--- config.mk ---
export PLATFORM = sky130hd
export DESIGN_NAME = graphics_tag_packet_unpacker
export DESIGN_NICKNAME = d
export VERILOG_FILES = /design/src/rtl/gtpu_pkg.sv /design/src/rtl/gtpu_unpack.sv /design/src/rtl/gtpu_res_queue.sv /design/src/rtl/graphics_tag_packet_unpacker.sv
export SDC_FILE = /design/constraint.sdc
export NUM_CORES = 1
export LEC_CHECK = 0
export BUFFER_PORTS_ARGS = -buffer_cell sky130_fd_sc_hd__buf_2
export CORE_UTILIZATION = 40
export CTS_CLUSTER_SIZE = 25
export DETAILED_ROUTE_END_ITERATION = 16
export PLACE_DENSITY_LB_ADDON = 0.1
export SLEW_MARGIN = 40
export SYNTH_ARGS = -nofsm -noshare
export SYNTH_HDL_FRONTEND = slang
export SYNTH_SLANG_ARGS = --single-unit
--- constraint.sdc ---
create_clock -name clk_i -period 5.8 [get_ports clk_i]
set_input_delay 1.45 -clock clk_i [delete_from_list [all_inputs] [get_ports clk_i]]
set_output_delay 1.45 -clock clk_i [all_outputs]
set_load 0.01 [all_outputs]
--- src/rtl/gtpu_pkg.sv ---
// Package for the graphics tag packet unpacker.
// Holds the phase and event codes and the result and push types.
// No dependencies.
`default_nettype none

package gtpu_pkg;

  localparam int unsigned WordW   = 64;
  localparam int unsigned LoopW   = 15;
  localparam int unsigned IdxW    = 4;
  localparam int unsigned QDepth  = 3;
  localparam int unsigned QCntW   = 2;

  typedef enum logic [3:0] {
    PH_TAG0 = 4'b0001,
    PH_LIST = 4'b0010,
    PH_DATA = 4'b0100,
    PH_SKIP = 4'b1000
  } phase_e;

  typedef enum logic [1:0] {
    EV_WRITE = 2'd0,
    EV_DONE  = 2'd1,
    EV_TRUNC = 2'd2,
    EV_UNSUP = 2'd3
  } event_e;

  typedef enum logic [1:0] {
    MODE_PACKED = 2'd0,
    MODE_REGLIST = 2'd1,
    MODE_IMAGE  = 2'd2,
    MODE_DISABLED = 2'd3
  } mode_e;

  typedef struct packed {
    event_e           ev;
    logic [IdxW-1:0]  idx;
    logic [WordW-1:0] data;
    logic             eop;
    logic             last;
  } result_t;

  typedef struct packed {
    logic       push;
    logic [1:0] num;
    result_t    res0;
    result_t    res1;
  } push_t;

endpackage

`default_nettype wire

--- src/rtl/gtpu_unpack.sv ---
// Input register, packet state and per-word decode of the unpacker.
// Depends on gtpu_pkg.
`default_nettype none

module gtpu_unpack (
  input  wire logic                        clk_i,
  input  wire logic                        rst_ni,
  input  wire logic                        in_valid_i,
  output logic                             in_ready_o,
  input  wire logic [gtpu_pkg::WordW-1:0]  word_i,
  input  wire logic                        word_last_i,
  input  wire logic                        space_ok_i,
  output gtpu_pkg::push_t                  push_o
);

  logic                       in_valid_q, in_valid_d;
  logic [gtpu_pkg::WordW-1:0] word_q;
  logic                       last_q;

  gtpu_pkg::phase_e           phase_q, phase_d;
  logic [gtpu_pkg::LoopW-1:0] loops_q, loops_d;
  logic [gtpu_pkg::IdxW-1:0]  pos_q, pos_d;
  logic [gtpu_pkg::IdxW-1:0]  cnt_q, cnt_d;
  logic [gtpu_pkg::WordW-1:0] list_q, list_d;
  logic                       eop_q, eop_d;

  logic                       take;
  logic                       in_acc;
  logic [gtpu_pkg::IdxW-1:0]  endpos;
  logic [gtpu_pkg::IdxW-1:0]  idx;
  logic [gtpu_pkg::LoopW-1:0] loops_dec;
  gtpu_pkg::result_t          r0, r1;
  logic [1:0]                 num;

  assign take       = in_valid_q & space_ok_i;
  assign in_ready_o = ~in_valid_q | take;
  assign in_acc     = in_valid_i & in_ready_o;
  assign in_valid_d = in_acc | (in_valid_q & ~take);

  assign endpos    = cnt_q - gtpu_pkg::IdxW'(1);
  assign idx       = list_q[{pos_q, 2'b00} +: gtpu_pkg::IdxW];
  assign loops_dec = (pos_q == endpos) ? loops_q - gtpu_pkg::LoopW'(1) : loops_q;

  always_comb begin
    phase_d = phase_q;
    loops_d = loops_q;
    pos_d   = pos_q;
    cnt_d   = cnt_q;
    list_d  = list_q;
    eop_d   = eop_q;
    r0      = '0;
    r1      = '0;
    num     = 2'd0;
    unique case (phase_q)
      gtpu_pkg::PH_TAG0: begin
        loops_d = word_q[gtpu_pkg::LoopW-1:0];
        eop_d   = word_q[15];
        cnt_d   = word_q[63:60];
        pos_d   = '0;
        if (gtpu_pkg::mode_e'(word_q[59:58]) != gtpu_pkg::MODE_PACKED) begin
          r0.ev   = gtpu_pkg::EV_UNSUP;
          r0.eop  = word_q[15];
          r0.last = 1'b1;
          num     = 2'd1;
          phase_d = last_q ? gtpu_pkg::PH_TAG0 : gtpu_pkg::PH_SKIP;
        end else if (last_q) begin
          r0.ev   = (word_q[gtpu_pkg::LoopW-1:0] == '0) ? gtpu_pkg::EV_DONE
                                                         : gtpu_pkg::EV_TRUNC;
          r0.eop  = word_q[15];
          r0.last = 1'b1;
          num     = 2'd1;
          phase_d = gtpu_pkg::PH_TAG0;
        end else begin
          phase_d = gtpu_pkg::PH_LIST;
        end
      end
      gtpu_pkg::PH_LIST: begin
        list_d  = word_q;
        r0.eop  = eop_q;
        r0.last = 1'b1;
        if (loops_q == '0) begin
          r0.ev   = gtpu_pkg::EV_DONE;
          num     = 2'd1;
          phase_d = last_q ? gtpu_pkg::PH_TAG0 : gtpu_pkg::PH_SKIP;
        end else if (last_q) begin
          r0.ev   = gtpu_pkg::EV_TRUNC;
          num     = 2'd1;
          phase_d = gtpu_pkg::PH_TAG0;
        end else begin
          phase_d = gtpu_pkg::PH_DATA;
        end
      end
      gtpu_pkg::PH_DATA: begin
        pos_d   = (pos_q == endpos) ? '0 : pos_q + gtpu_pkg::IdxW'(1);
        loops_d = loops_dec;
        r0.ev   = gtpu_pkg::EV_WRITE;
        r0.idx  = idx;
        r0.data = word_q;
        r1.eop  = eop_q;
        r1.last = 1'b1;
        if (loops_dec == '0) begin
          r1.ev   = gtpu_pkg::EV_DONE;
          num     = 2'd2;
          phase_d = last_q ? gtpu_pkg::PH_TAG0 : gtpu_pkg::PH_SKIP;
        end else if (last_q) begin
          r1.ev   = gtpu_pkg::EV_TRUNC;
          num     = 2'd2;
          phase_d = gtpu_pkg::PH_TAG0;
        end else begin
          r0.last = 1'b1;
          num     = 2'd1;
        end
      end
      gtpu_pkg::PH_SKIP: begin
        if (last_q) begin
          phase_d = gtpu_pkg::PH_TAG0;
        end
      end
      default: begin
        phase_d = gtpu_pkg::PH_TAG0;
      end
    endcase
  end

  assign push_o = '{push: take, num: num, res0: r0, res1: r1};

  always_ff @(posedge clk_i or negedge rst_ni) begin
    if (!rst_ni) begin
      in_valid_q <= 1'b0;
      phase_q    <= gtpu_pkg::PH_TAG0;
      loops_q    <= '0;
      pos_q      <= '0;
      cnt_q      <= '0;
      list_q     <= '0;
      eop_q      <= 1'b0;
    end else begin
      in_valid_q <= in_valid_d;
      if (take) begin
        phase_q <= phase_d;
        loops_q <= loops_d;
        pos_q   <= pos_d;
        cnt_q   <= cnt_d;
        list_q  <= list_d;
        eop_q   <= eop_d;
      end
    end
  end

  always_ff @(posedge clk_i) begin
    if (in_acc) begin
      word_q <= word_i;
      last_q <= word_last_i;
    end
  end

endmodule

`default_nettype wire

--- src/rtl/gtpu_res_queue.sv ---
// Three-entry result queue; the head entry drives the result channel.
// Takes up to two results per cycle. Depends on gtpu_pkg.
`default_nettype none

module gtpu_res_queue (
  input  wire logic            clk_i,
  input  wire logic            rst_ni,
  input  wire gtpu_pkg::push_t push_i,
  output logic                 space_ok_o,
  output logic                 out_valid_o,
  input  wire logic            out_ready_i,
  output gtpu_pkg::result_t    head_o
);

  logic [gtpu_pkg::QCntW-1:0] cnt_q, cnt_d;
  logic [gtpu_pkg::QCntW-1:0] base;
  logic [gtpu_pkg::QCntW-1:0] base1;
  logic                       pop;
  gtpu_pkg::result_t          slot_q [gtpu_pkg::QDepth];
  gtpu_pkg::result_t          slot_d [gtpu_pkg::QDepth];

  assign out_valid_o = (cnt_q != '0);
  assign head_o      = slot_q[0];
  assign pop         = out_valid_o & out_ready_i;
  assign base        = cnt_q - gtpu_pkg::QCntW'(pop);
  assign base1       = base + gtpu_pkg::QCntW'(1);
  assign space_ok_o  = (base <= gtpu_pkg::QCntW'(gtpu_pkg::QDepth - 2));
  assign cnt_d       = base + (push_i.push ? push_i.num : '0);

  always_comb begin
    for (int i = 0; i < gtpu_pkg::QDepth; i++) begin
      slot_d[i] = slot_q[i];
    end
    if (pop) begin
      for (int i = 0; i < gtpu_pkg::QDepth - 1; i++) begin
        slot_d[i] = slot_q[i+1];
      end
    end
    for (int i = 0; i < gtpu_pkg::QDepth; i++) begin
      if (push_i.push && (push_i.num != 2'd0) && (gtpu_pkg::QCntW'(i) == base)) begin
        slot_d[i] = push_i.res0;
      end else if (push_i.push && (push_i.num == 2'd2) &&
                   (gtpu_pkg::QCntW'(i) == base1)) begin
        slot_d[i] = push_i.res1;
      end
    end
  end

  always_ff @(posedge clk_i or negedge rst_ni) begin
    if (!rst_ni) begin
      cnt_q <= '0;
    end else begin
      cnt_q <= cnt_d;
    end
  end

  always_ff @(posedge clk_i) begin
    for (int i = 0; i < gtpu_pkg::QDepth; i++) begin
      slot_q[i] <= slot_d[i];
    end
  end

endmodule

`default_nettype wire

--- src/rtl/graphics_tag_packet_unpacker.sv ---
// An accepted word is registered, decoded, and its results written to the queue.
// Throughput: one word per cycle while each word gives at most one result and the
// output takes each result; a word that gives two results pushes both at once.
// The rate is set by the three-entry result queue that feeds the output.
// Reset (rst_ni low, asynchronous) returns to expecting a tag word, queue empty.
`default_nettype none

module graphics_tag_packet_unpacker (
  input  wire logic                        clk_i,
  input  wire logic                        rst_ni,
  input  wire logic                        in_valid_i,
  output logic                             in_ready_o,
  input  wire logic [gtpu_pkg::WordW-1:0]  word_i,
  input  wire logic                        word_last_i,
  output logic                             out_valid_o,
  input  wire logic                        out_ready_i,
  output logic [1:0]                       event_res_o,
  output logic [gtpu_pkg::IdxW-1:0]        reg_index_o,
  output logic [gtpu_pkg::WordW-1:0]       reg_data_o,
  output logic                             end_of_packet_o,
  output logic                             result_last_o
);

  gtpu_pkg::push_t   push;
  gtpu_pkg::result_t head;
  logic              space_ok;

  gtpu_unpack u_unpack (
    .clk_i       (clk_i),
    .rst_ni      (rst_ni),
    .in_valid_i  (in_valid_i),
    .in_ready_o  (in_ready_o),
    .word_i      (word_i),
    .word_last_i (word_last_i),
    .space_ok_i  (space_ok),
    .push_o      (push)
  );

  gtpu_res_queue u_queue (
    .clk_i       (clk_i),
    .rst_ni      (rst_ni),
    .push_i      (push),
    .space_ok_o  (space_ok),
    .out_valid_o (out_valid_o),
    .out_ready_i (out_ready_i),
    .head_o      (head)
  );

  assign event_res_o     = head.ev;
  assign reg_index_o     = head.idx;
  assign reg_data_o      = head.data;
  assign end_of_packet_o = head.eop;
  assign result_last_o   = head.last;

endmodule

`default_nettype wire

Word-level counts from Yosys, hierarchy flattened --
Memory sizes are Yosys's and may differ from the RTL's. Index checks and enable logic that the tools add are counted. Widths: inputs -> output; s select.
Word-level totals: register bits 160, latch bits 0, bits in writable memories 216, bits in read-only memories 0, input bits 69, output and inout bits 74, word-level logic and storage cells 99, memories 1
Cells by class: $add $sub $neg 6, multiply operators 0, div/mod/pow operators 0, magnitude comparators 1, equal/unequal tests 10, shift operators 1, muxes and demuxes 42, bitwise logic cells 8, reductions and logical operators 20
Memory list:
- u_queue.slot_q | depth 3, bits a word 72, rd ports 3, clocked after Yosys merged registers in 0, wr ports 3, RTL line gtpu_res_queue.sv:19 | gtpu_pkg::result_t slot_q [gtpu_pkg::QDepth];
Operators by type and width (count):
- $mux 72 | 6
- $mux 144 | 1
- $mux 68 | 1
- $shiftx 64x7->4 | 1
- $logic_not 15->1 | 3
- $mux 2 | 16
- $pmux 15 s2 | 1
- $mux 4 | 6
- $pmux 4 s4 | 1
- $mux 15 | 1
- $sub 15x1->15 const B | 1
- $logic_and 1x1->1 | 8
- $pmux 4 s2 | 1
- $reduce_bool 2->1 | 4
- $pmux 2 s3 | 1
- $reduce_and 2->1 | 3
- $add 4x1->4 const B | 1
- $and 1x1->1 | 4
- $eq 1x2->1 const A | 2
- $eq 2x2->1 const A | 2
- $eq 4x1->1 const B | 1
- $eq 4x2->1 const B | 1
- $eq 4x3->1 const B | 1
- $eq 4x4->1 | 1
- 15 further kinds | 20

Longest topological paths before layout --
Gate-level depths: netlist of run 1.
depth in word-level cells 11, gate-level depth with buffers 13, mapped depth without buffers 12

Cells and area by module --
A second synthesis of run 1 with hierarchy kept.
Unflattened totals: cell total of the unflattened synthesis 1659, area total of the unflattened synthesis 19165.9 um2
Modules (own cells, without submodules):
- gtpu_res_queue | instances 1, cells each 1039, area each 11337.1 um2, sequential area each 6536.3 um2
- gtpu_unpack | instances 1, cells each 620, area each 7828.8 um2, sequential area each 4280.4 um2

Least setup slack after synthesis of run 1 --
OpenSTA, ideal clock, no wires.
kind input to register, start point input out_ready_i, end point memory u_queue.slot_q[0][144] in the netlist's numbering, enable pin, data arrival time 4.466 ns, path slack 0.896 ns, stages 8, path buffers 1, cells stage by stage nand2_1 inv_1 ha_1 xnor2_1 nand2_1 nor3_1 clkbuf_1 and2_1
RTL lines:
- start, declared | RTL line graphics_tag_packet_unpacker.sv:16 | input wire logic out_ready_i,
- end, declared | RTL line gtpu_res_queue.sv:19

Final worst setup path of run 1 --
start point input out_ready_i, end point output in_ready_o
Between the ends: longest elaborated chain between the ends 5
RTL lines:
- $and 1x1->1 | RTL line gtpu_res_queue.sv:24 | assign pop = out_valid_o & out_ready_i;
- $sub 2x1->2 | RTL line gtpu_res_queue.sv:25 | assign base = cnt_q - gtpu_pkg::QCntW'(pop);
- $le 2x1->1 | RTL line gtpu_res_queue.sv:27 | assign space_ok_o = (base <= gtpu_pkg::QCntW'(gtpu_pkg::QDepth - 2));
- $and 1x1->1 | RTL line gtpu_unpack.sv:35 | assign take = in_valid_q & space_ok_i;
- $or 1x1->1 | RTL line gtpu_unpack.sv:36 | assign in_ready_o = ~in_valid_q | take;
- end, declared | RTL line graphics_tag_packet_unpacker.sv:12 | output logic in_ready_o,
Every way passes these cells.

==> flow_metrics.env, run 1 <==
export IMPL_nets=1351
export IMPL_synth_area_top_cells="edfxtp_1 53%, dfrtp_1 15%, mux2_2 4.9%, nand2_1 4.1%, a22o_1 3.5%"
export IMPL_worst_pin_slew_ns=0.8627
export IMPL_cap_violations=0
export IMPL_synth_top_area_cell="edfxtp_1"
export IMPL_cts_hold_buf=0
export IMPL_grt_overflow=0
export IMPL_drive_gt1_share_pct=25.13
export IMPL_final_area_um2=18250
export IMPL_io_pin_count=143
export IMPL_timing_slew_headroom_pct=42.28
export IMPL_fin_crit_sh_pct=69.80
export IMPL_hold_start="u_unpack.list_q[15]$_DFFE_PN0P_"
export IMPL_grt_max_degree=96
export IMPL_rsz0062_at_grt="no"
export IMPL_hold_viol_final=0
export IMPL_die_h_um=201.6
export IMPL_synthArstFlopShare_pct=25.27
export IMPL_grt_pass1_wl_um=55490
export IMPL_wirelength_um=36020
export IMPL_drt_first_pass_iters=5
export IMPL_max_freq_mhz=247.0
export IMPL_chipWidth_um=201.6
export IMPL_holdCritPathClass="flip-flop to flip-flop"
export IMPL_whs_endpoint="u_unpack.list_q[15]$_DFFE_PN0P_"
export IMPL_syn_area_per_cell_um2=13.94
export IMPL_cts_resized=0
export IMPL_htreeDepth=2
export IMPL_drcViolationCount=0
export IMPL_clk_pin_slew_ns=0.06
export IMPL_first_iter_violations=584
export IMPL_multiInputGateArea_um2=4516
export IMPL_netlist_instances=1143
export IMPL_grt_usage_pct=17.94
export IMPL_setup_viol_count_final=0
export IMPL_dieArea_um2=40630
export IMPL_start_util_pct=40.84
export IMPL_synth_cell_area_um2=15930
export IMPL_worst_setup_path_start_kind="primary input"
export IMPL_tritoncts="yes"
export IMPL_clk_path_buf_depth=3
export IMPL_antenna_cells=0
export IMPL_post_drt_via_cell_ratio=5.086
export IMPL_area_growth_pct=14.57
export IMPL_regArea_um2=10820
export IMPL_fin_total_pwr_uw=9818
export IMPL_end_kind="primary output"
export IMPL_path_class="primary input to primary output"
export IMPL_nFillCells=3462
export IMPL_power_density_nw_per_um2=537.9
export IMPL_grt_pass1_vias=9117
export IMPL_status="finished, final reports clean"
export IMPL_cts_setup_buffers=0
export IMPL_synth_edff_count=281
export IMPL_place_area_um2=16920
export IMPL_rr_worst_depth=9
export IMPL_clock_sinks=376
export IMPL_drv_slew=0
export IMPL_post_dp_hpwl_um=23030
export IMPL_ys_warn_count=0
export IMPL_synth_cell_types=67
export IMPL_worstSkewPairLatency_ns=0.56
export IMPL_crit_fanout=4
export IMPL_cts_root_buf="clkbuf_16"
export IMPL_grt_antenna_before_repair=0
export IMPL_ir_worst_vdd_mv=0.2686
export IMPL_p_leak_uw=0.007061
export IMPL_reg2reg_setup_slack_ns=1.76
export IMPL_synth_top_cell_area_share_pct=52.96
export IMPL_yosysSeqAreaShare_pct=67.89
export IMPL_synth_seq_cells=376
export IMPL_critical_path_arrival_ns=2.60
export IMPL_crit_required_ns=4.35
export IMPL_finClkSkew_ns=0.01348
export IMPL_gp_congestion=0.8492
export IMPL_cts_buffers=41
export IMPL_rows=72
export IMPL_port_buffers=142
export IMPL_hold_depth=1
export IMPL_vias=9292
export IMPL_setup_tns_ns=0
export IMPL_ant_nets=0
export IMPL_synthFlopType="edfxtp_1"
export IMPL_regToRegEndpoint="u_queue.slot_q[0][174]$_SDFFCE_PP0P_"
export IMPL_r2r_start="u_unpack.pos_q[0]$_DFFE_PN0P_"
export IMPL_final_min_clock_period_ns=4.048
export IMPL_core_area_um2=39010
export IMPL_wl_per_cell_um=19.72
-- synth_stat cells, types with 8 or more instances --
cell and count:
nor4_1 10, buf_6 8, nor2_1 25, buf_4 70, a22o_1 64, clkbuf_1 48, nand3_1 9, mux4_2 20
o21ai_0 36, mux2_2 69, o22ai_1 10, o21ai_1 68, nor3_1 12, dfrtp_1 94, nand2_1 173, a21oi_1 29
inv_1 17, edfxtp_1 281
-- critical path: stages --
cell	delay, ns
buf_2	0.10
nand2_1	0.19
inv_1	0.07
ha_1	0.20
xnor2_1	0.22
nand2b_1	0.21
buf_2	0.15
-- state kept, by name (all words and copies together) (netlist names) --
name,count
u_queue.cnt_q,2
u_unpack.list_q,64
u_unpack.in_valid_q,1
u_unpack.last_q,1
u_unpack.cnt_q,4
u_unpack.eop_q,1
u_unpack.word_q,64
u_unpack.phase_q,4
u_unpack.loops_q,15
u_queue.slot_q,216
u_unpack.pos_q,4
-- cell usage in the layout, fill, tap and decap left out, types with 5 or more instances in the layout --
cell / instances
edfxtp_1: 281
nand2_1: 170
buf_2: 141
dfrtp_1: 94
mux2_2: 69
o21ai_1: 68
conb_1: 68
a22o_1: 64
clkbuf_16: 43
o21ai_0: 36
a21oi_1: 29
nor2_1: 25
mux4_2: 20
inv_1: 16
clkbuf_1: 13
buf_4: 12
nor3_1: 11
o22ai_1: 10
nor4_1: 9
clkinv_1: 9
nand3_1: 8
a22oi_1: 7
nand2b_1: 5
a31oi_1: 5
ha_1: 5
-- cell families (layout without fill, tap and decap cells) --
group,after synthesis,count (layout),share of synthesized area [%]
adder cells (fa/ha/maj),5,5,0.3927
XOR/XNOR,12,12,0.8482
other,1,68,0.02354
multiplexers,90,90,7.767
buffers and inverters,154,253,5.678
flip-flops,376,376,67.89
AO/OA/AOI/OAI,242,242,9.974
AND/OR/NAND/NOR,263,263,7.422
-- area by class of cell --
cell class	instances	share of cell area (%)
multi-input combinational	680	24.74
tap	518	3.551
timing repair buffer	160	4.984
clock buffer	56	6.163
sequential	376	59.26
clock inverter	19	0.9323
inverter	18	0.3702
-- stage by stage --
step           setup WS, ns  hold WS, ns  instances  util, %
3_3_place_gp          1.345       0.4803       1750    43.31
5_1_grt               1.500       0.5154       1827    46.79
3_5_place_dp          1.298       0.4887       1751    43.37
4_1_cts               1.700       0.5038       1826    46.69
6_report              1.752       0.4996       1827    46.79
2_1_floorplan        0.8957       0.4739       1210        -
-- power by group --
group | internal, µW | total (µW) | switching, µW
Clock | 1490 | 2530 | 1040
Sequential | 4040 | 4590 | 544
Combinational | 1020 | 2700 | 1680
-- how the worst max path moves through the flow --
stage,to,cells past startpoint,slack (ns),from
floorplan,u_queue.slot_q[0][144]$_DFFE_PP_,8,0.90,out_ready_i
global placement,u_queue.slot_q[0][174]$_SDFFCE_PP0P_,9,1.35,out_ready_i
detailed placement,u_queue.slot_q[0][177]$_SDFFCE_PP0P_,9,1.30,out_ready_i
CTS,u_queue.slot_q[0][174]$_SDFFCE_PP0P_,9,1.70,u_unpack.pos_q[0]$_DFFE_PN0P_
global route,u_queue.slot_q[0][167]$_SDFFCE_PP0P_,9,1.50,u_unpack.pos_q[0]$_DFFE_PN0P_
finish,in_ready_o,7,1.75,out_ready_i
-- routing by layer --
layer	track usage, %	wire length [µm]
met3	2.705	1466
met2	29.47	17500
met5	0	0
met4	5.465	673
met1	24.59	16380
(Power assumes the default switching activity.)
==> run 2: changes to the inputs <==
==> constraint.sdc (replaced) <==
create_clock -name clk_i -period 4.19 [get_ports clk_i]
set_input_delay 1.0475 -clock clk_i [delete_from_list [all_inputs] [get_ports clk_i]]
set_output_delay 1.0475 -clock clk_i [all_outputs]
set_load 0.01 [all_outputs]
==> flow_metrics.env, run 2 (synthesized netlist as in run 1, its figures left out) <==
export IMPL_cts_setup_buffers=0
export IMPL_ant_nets=0
export IMPL_end_kind="flip-flop"
export IMPL_clk_path_buf_depth=3
export IMPL_cts_buffers=41
export IMPL_wirelength_um=36620
export IMPL_die_h_um=201.6
export IMPL_worstSkewPairLatency_ns=0.54
export IMPL_grt_max_degree=137
export IMPL_layout_cells_most_common_list="281 x edfxtp_1, 170 x nand2_1, 141 x buf_2"
export IMPL_tritoncts="yes"
export IMPL_power_switching_uw=4591
export IMPL_fin_crit_sh_pct=85.15
export IMPL_post_dp_hpwl_um=24010
export IMPL_drcViolationCount=0
export IMPL_grt_usage_pct=18.23
export IMPL_finClkSkew_ns=0.01762
export IMPL_ir_worst_vdd_mv=0.3160
export IMPL_worst_setup_path_start_kind="flip-flop"
export IMPL_port_buffers=142
export IMPL_chipWidth_um=201.6
export IMPL_switching_share_pct=32.42
export IMPL_io_pin_count=143
export IMPL_path_class="flip-flop to flip-flop"
export IMPL_first_iter_violations=499
export IMPL_post_drt_via_cell_ratio=5.091
export IMPL_nFillCells=3433
export IMPL_crit_required_ns=4.47
export IMPL_intPower_uw=9568
export IMPL_worst_pin_slew_ns=0.7136
export IMPL_p_leak_uw=0.007239
export IMPL_critical_path_arrival_ns=3.85
export IMPL_crit_fanout=44
export IMPL_p_clk_share_pct=27.9
export IMPL_clock_sinks=376
export IMPL_grt_pass1_vias=9242
export IMPL_drt_first_pass_iters=5
export IMPL_power_density_nw_per_um2=762.1
export IMPL_holdWs_ns=0.5017
export IMPL_power_frac_comb_pct=27.5
export IMPL_start_util_pct=40.84
export IMPL_setup_slack_ns=0.6223
export IMPL_area_growth_pct=16.61
export IMPL_cts_hold_buf=0
export IMPL_grt_pass1_wl_um=56490
export IMPL_core_area_um2=39010
export IMPL_grt_antenna_before_repair=0
export IMPL_max_freq_mhz=280.3
export IMPL_reg_top3="u_queue.slot_q: 216 flops, u_unpack.list_q: 64 flops, u_unpack.word_q: 64 flops"
export IMPL_setup_tns_ns=0
export IMPL_drive_gt1_share_pct=26.44
export IMPL_top_register="u_queue.slot_q"
export IMPL_power_frac_seq_pct=44.6
export IMPL_grt_overflow=0
export IMPL_htreeDepth=2
export IMPL_wl_per_cell_um=19.92
export IMPL_hold_viol_final=0
export IMPL_dp_slack_ns=0.5442
export IMPL_rsz0062_at_grt="no"
export IMPL_cap_violations=0
export IMPL_nets=1361
export IMPL_final_common_cell="edfxtp_1"
export IMPL_rows=72
export IMPL_clk_pin_slew_ns=0.06
export IMPL_status="finished, final reports clean"
export IMPL_vias=9358
export IMPL_drv_slew=0
export IMPL_final_min_clock_period_ns=3.568
export IMPL_antenna_cells=0
export IMPL_gp_congestion=0.8758
export IMPL_dieArea_um2=40630
export IMPL_cts_resized=0
export IMPL_cts_root_buf="clkbuf_16"
export IMPL_setup_viol_count_final=0
export IMPL_largest_reg_flops=216
export IMPL_holdCritPathClass="flip-flop to flip-flop"
export IMPL_timing_slew_headroom_pct=52.42
-- run 2: layer usage --
layer	track usage (%)	vias up	routed length, µm	part of all wire, %
li1	-	4410	-	-
met1	25.82	4692	17020	46
met2	29.62	207	17650	48
met3	2.527	49	1364	3.7
met4	4.518	0	586	1.6
met5	0	-	0	0
-- run 2: final cells by class --
class                   count  area (µm²)  area share (%)
repair buffers            170        1055           5.678
clock inverters            29       392.9           2.115
well taps                 518       648.1           3.489
multi-input cells         680        4507           24.26
clock buffers              47        1091           5.873
inverters                  18       67.56          0.3637
flip-flops and latches    376       10820           58.22
-- run 2: worst paths after layout --
check	start	end	slack, ns	cells after the start
min in group asynchronous	rst_ni	u_unpack.loops_q[2]$_DFFE_PN0P_	0.57	1
worst max register to register	u_unpack.pos_q[2]$_DFFE_PN0P_	u_queue.slot_q[0][98]$_DFFE_PP_	0.62	9
worst min register to register	u_unpack.list_q[58]$_DFFE_PN0P_	u_unpack.list_q[58]$_DFFE_PN0P_	0.50	1
worst max-delay path	u_unpack.pos_q[2]$_DFFE_PN0P_	u_queue.slot_q[0][98]$_DFFE_PP_	0.62	9
max in group asynchronous	rst_ni	u_unpack.list_q[34]$_DFFE_PN0P_	2.89	2
worst min-delay path	u_unpack.list_q[58]$_DFFE_PN0P_	u_unpack.list_q[58]$_DFFE_PN0P_	0.50	1
-- run 2: power groups by stage --
stage | combinational [µW] | clock [µW] | sequential (µW)
2_1_floorplan | 3070 | 0 | 6060
3_3_place_gp | 3940 | 0 | 6400
3_5_place_dp | 3950 | 0 | 6400
4_1_cts | 3970 | 4050 | 6340
5_1_grt | 4320 | 4170 | 6460
6_report | 3890 | 3950 | 6320
-- run 2: worst max-delay path, cell delays in order, from the launching register on --
cell and delay (ns):
dfrtp_1 0.50, xnor3_2 0.47, nand3_4 0.12, or4_4 0.53, a221o_1 0.32, nor4b_2 0.44
a21o_4 0.22, a21oi_4 0.07, buf_4 0.30, a22o_1 0.29
-- run 2: metrics by stage --
| step | area [µm²] | std cells | power (µW) | util [%] |
|---|---|---|---|---|
| after CTS | 18580 | 1838 | 14360 | 47.62 |
| after floorplan | 16190 | 1210 | 9124 | - |
| after detailed placement | 17090 | 1762 | 10340 | 43.82 |
| after global routing | 18580 | 1838 | 14950 | 47.63 |
| final | 18580 | 1838 | 14160 | 47.63 |
| after global placement | 17090 | 1762 | 10340 | 43.81 |
==> run 3: changes to the inputs <==
--- a/config.mk
+++ b/config.mk
@@ -7,9 +7,11 @@
 export LEC_CHECK = 0
 export BUFFER_PORTS_ARGS = -buffer_cell sky130_fd_sc_hd__buf_2
 export CORE_UTILIZATION = 40
+export CTS_BUF_LIST = sky130_fd_sc_hd__clkbuf_16
 export CTS_CLUSTER_SIZE = 25
 export DETAILED_ROUTE_END_ITERATION = 16
 export PLACE_DENSITY_LB_ADDON = 0.1
+export SETUP_SLACK_MARGIN = 0.02
 export SLEW_MARGIN = 40
 export SYNTH_ARGS = -nofsm -noshare
 export SYNTH_HDL_FRONTEND = slang
==> flow_metrics.env, run 3 (synthesized netlist as in run 1, its figures left out) <==
export IMPL_htreeDepth=2
export IMPL_max_freq_mhz=280.2
export IMPL_port_buffers=142
export IMPL_io_pin_count=143
export IMPL_setup_tns_ns=0
export IMPL_drive_gt1_share_pct=26.44
export IMPL_crit_chain="xnor3_2, nand3_4, or4_4, a221o_1, nor4b_2, a21o_4, a21oi_4, buf_4, a22o_1"
export IMPL_grt_usage_pct=18.23
export IMPL_largest_reg_flops=216
export IMPL_tritoncts="yes"
export IMPL_drt_first_pass_iters=5
export IMPL_vias=9360
export IMPL_chipWidth_um=201.6
export IMPL_finClkSkew_ns=0.01815
export IMPL_final_area_um2=18580
export IMPL_critPathMaxStageDelay_ns=0.53
export IMPL_ir_worst_vdd_mv=0.3160
export IMPL_rows=72
export IMPL_post_drt_via_cell_ratio=5.092
export IMPL_wirelength_um=36620
export IMPL_grt_max_degree=137
export IMPL_grt_overflow=0
export IMPL_drcViolationCount=0
export IMPL_drv_slew=0
export IMPL_fin_crit_sh_pct=85.18
export IMPL_cts_resized=0
export IMPL_layout_cells_most_common_list="281 x edfxtp_1, 170 x nand2_1, 141 x buf_2"
export IMPL_dieArea_um2=40630
export IMPL_critical_path_arrival_ns=3.85
export IMPL_wl_per_cell_um=19.92
export IMPL_cts_hold_buf=0
export IMPL_die_h_um=201.6
export IMPL_nets=1361
export IMPL_grt_pass1_vias=9242
export IMPL_place_area_um2=17090
export IMPL_cts_root_buf="clkbuf_16"
export IMPL_antenna_cells=0
export IMPL_placed_cells=1762
export IMPL_crit_slowest_cell="or4_4"
export IMPL_holdCritPathClass="flip-flop to flip-flop"
export IMPL_worst_pin_slew_ns=0.7136
export IMPL_worstSkewPairLatency_ns=0.54
export IMPL_grt_pass1_wl_um=56490
export IMPL_clk_path_buf_depth=3
export IMPL_post_dp_hpwl_um=24010
export IMPL_rr_worst_depth=9
export IMPL_final_min_clock_period_ns=3.569
export IMPL_core_area_um2=39010
export IMPL_hold_viol_final=0
export IMPL_setup_viol_count_final=0
export IMPL_reg_top3="u_queue.slot_q: 216 flops, u_unpack.list_q: 64 flops, u_unpack.word_q: 64 flops"
export IMPL_crit_required_ns=4.47
export IMPL_clk_pin_slew_ns=0.06
export IMPL_first_iter_violations=500
export IMPL_setup_slack_ns=0.6208
export IMPL_cap_violations=0
export IMPL_final_cell_count_no_fill=1838
export IMPL_grt_antenna_before_repair=0
export IMPL_ant_nets=0
export IMPL_power_density_nw_per_um2=761.5
export IMPL_final_common_cell="edfxtp_1"
export IMPL_area_growth_pct=16.61
export IMPL_r2r_start="u_unpack.pos_q[2]$_DFFE_PN0P_"
export IMPL_status="finished, final reports clean"
export IMPL_timing_slew_headroom_pct=52.43
export IMPL_path_class="flip-flop to flip-flop"
export IMPL_top_register="u_queue.slot_q"
export IMPL_clock_sinks=376
export IMPL_gp_congestion=0.8758
export IMPL_cts_buffers=41
export IMPL_hold_depth=1
export IMPL_start_util_pct=40.84
export IMPL_rsz0062_at_grt="no"
export IMPL_crit_fanout=44
export IMPL_reg2reg_setup_slack_ns=0.62
export IMPL_worst_setup_path_start_kind="flip-flop"
export IMPL_p_leak_uw=0.007256
export IMPL_end_kind="flip-flop"
export IMPL_regToRegEndpoint="u_queue.slot_q[0][98]$_DFFE_PP_"
export IMPL_hold_start="u_unpack.list_q[58]$_DFFE_PN0P_"
export IMPL_cts_setup_buffers=0
export IMPL_whs_endpoint="u_unpack.list_q[58]$_DFFE_PN0P_"
export IMPL_dp_slack_ns=0.5442
-- run 3: cell count changes in the layout (fill, tap and decap cells not counted), sizes merged --
cell | before | now
clkbuf | 48 | 44
inv | 19 | 23
-- run 3: worst max-delay path by stage --
stage | end | cells past startpoint | start | slack, ns
after floorplan | u_queue.slot_q[0][100]$_DFFE_PP_ | 11 | u_unpack.cnt_q[0]$_DFFE_PN0P_ | 0.28
after global placement | u_queue.slot_q[0][66]$_DFFE_PP_ | 9 | out_ready_i | 0.50
after CTS | u_queue.slot_q[0][98]$_DFFE_PP_ | 9 | u_unpack.pos_q[2]$_DFFE_PN0P_ | 0.61
after detailed placement | u_queue.slot_q[0][69]$_DFFE_PP_ | 9 | out_ready_i | 0.54
final | u_queue.slot_q[0][98]$_DFFE_PP_ | 9 | u_unpack.pos_q[2]$_DFFE_PN0P_ | 0.62
after global routing | u_queue.slot_q[0][69]$_DFFE_PP_ | 11 | u_unpack.loops_q[1]$_DFFE_PN0P_ | 0.42
-- run 3: layer usage --
layer | vias up | part of all wire, % | global-route usage, %
li1 | 4409 | - | -
met1 | 4697 | 46 | 25.82
met2 | 207 | 48 | 29.62
met3 | 47 | 3.7 | 2.527
met4 | 0 | 1.6 | 4.518
met5 | - | 0 | 0
-- run 3: metrics by stage --
| step | hold WS (ns) | power, µW | utilization (%) |
|---|---|---|---|
| after floorplan | 0.4739 | 9124 | - |
| final | 0.5017 | 14150 | 47.63 |
| after CTS | 0.5018 | 14350 | 47.62 |
| after detailed placement | 0.4874 | 10340 | 43.82 |
| after global placement | 0.4826 | 10340 | 43.81 |
| after global routing | 0.5137 | 14940 | 47.63 |
-- run 3: worst max-delay path, delay by kind of cell, from the launching register on --
kind                   cells  cell delay, ns
AND/OR/NAND/NOR            3            1.09
XOR/XNOR                   1            0.47
AO/OA/AOI/OAI              4            0.90
buffers and inverters      1            0.30
flip-flops                 1            0.50
-- run 3: power breakdown --
group / switching [µW] / internal (µW) / leakage [µW] / total (µW)
Clock: 1460 / 2480 / 0.000747 / 3940
Sequential: 731 / 5590 / 0.00390 / 6320
Combinational: 2400 / 1500 / 0.00261 / 3890
Total: 4590 / 9560 / 0.00726 / 14100
-- run 3: layout make-up --
cell class / instances / area, µm²
fill: 3433 / 20430
sequential: 376 / 10820
multi-input combinational: 680 / 4507
clock buffer: 43 / 1076
timing repair buffer: 170 / 1055
tap: 518 / 648.1
clock inverter: 33 / 407.9
inverter: 18 / 67.56
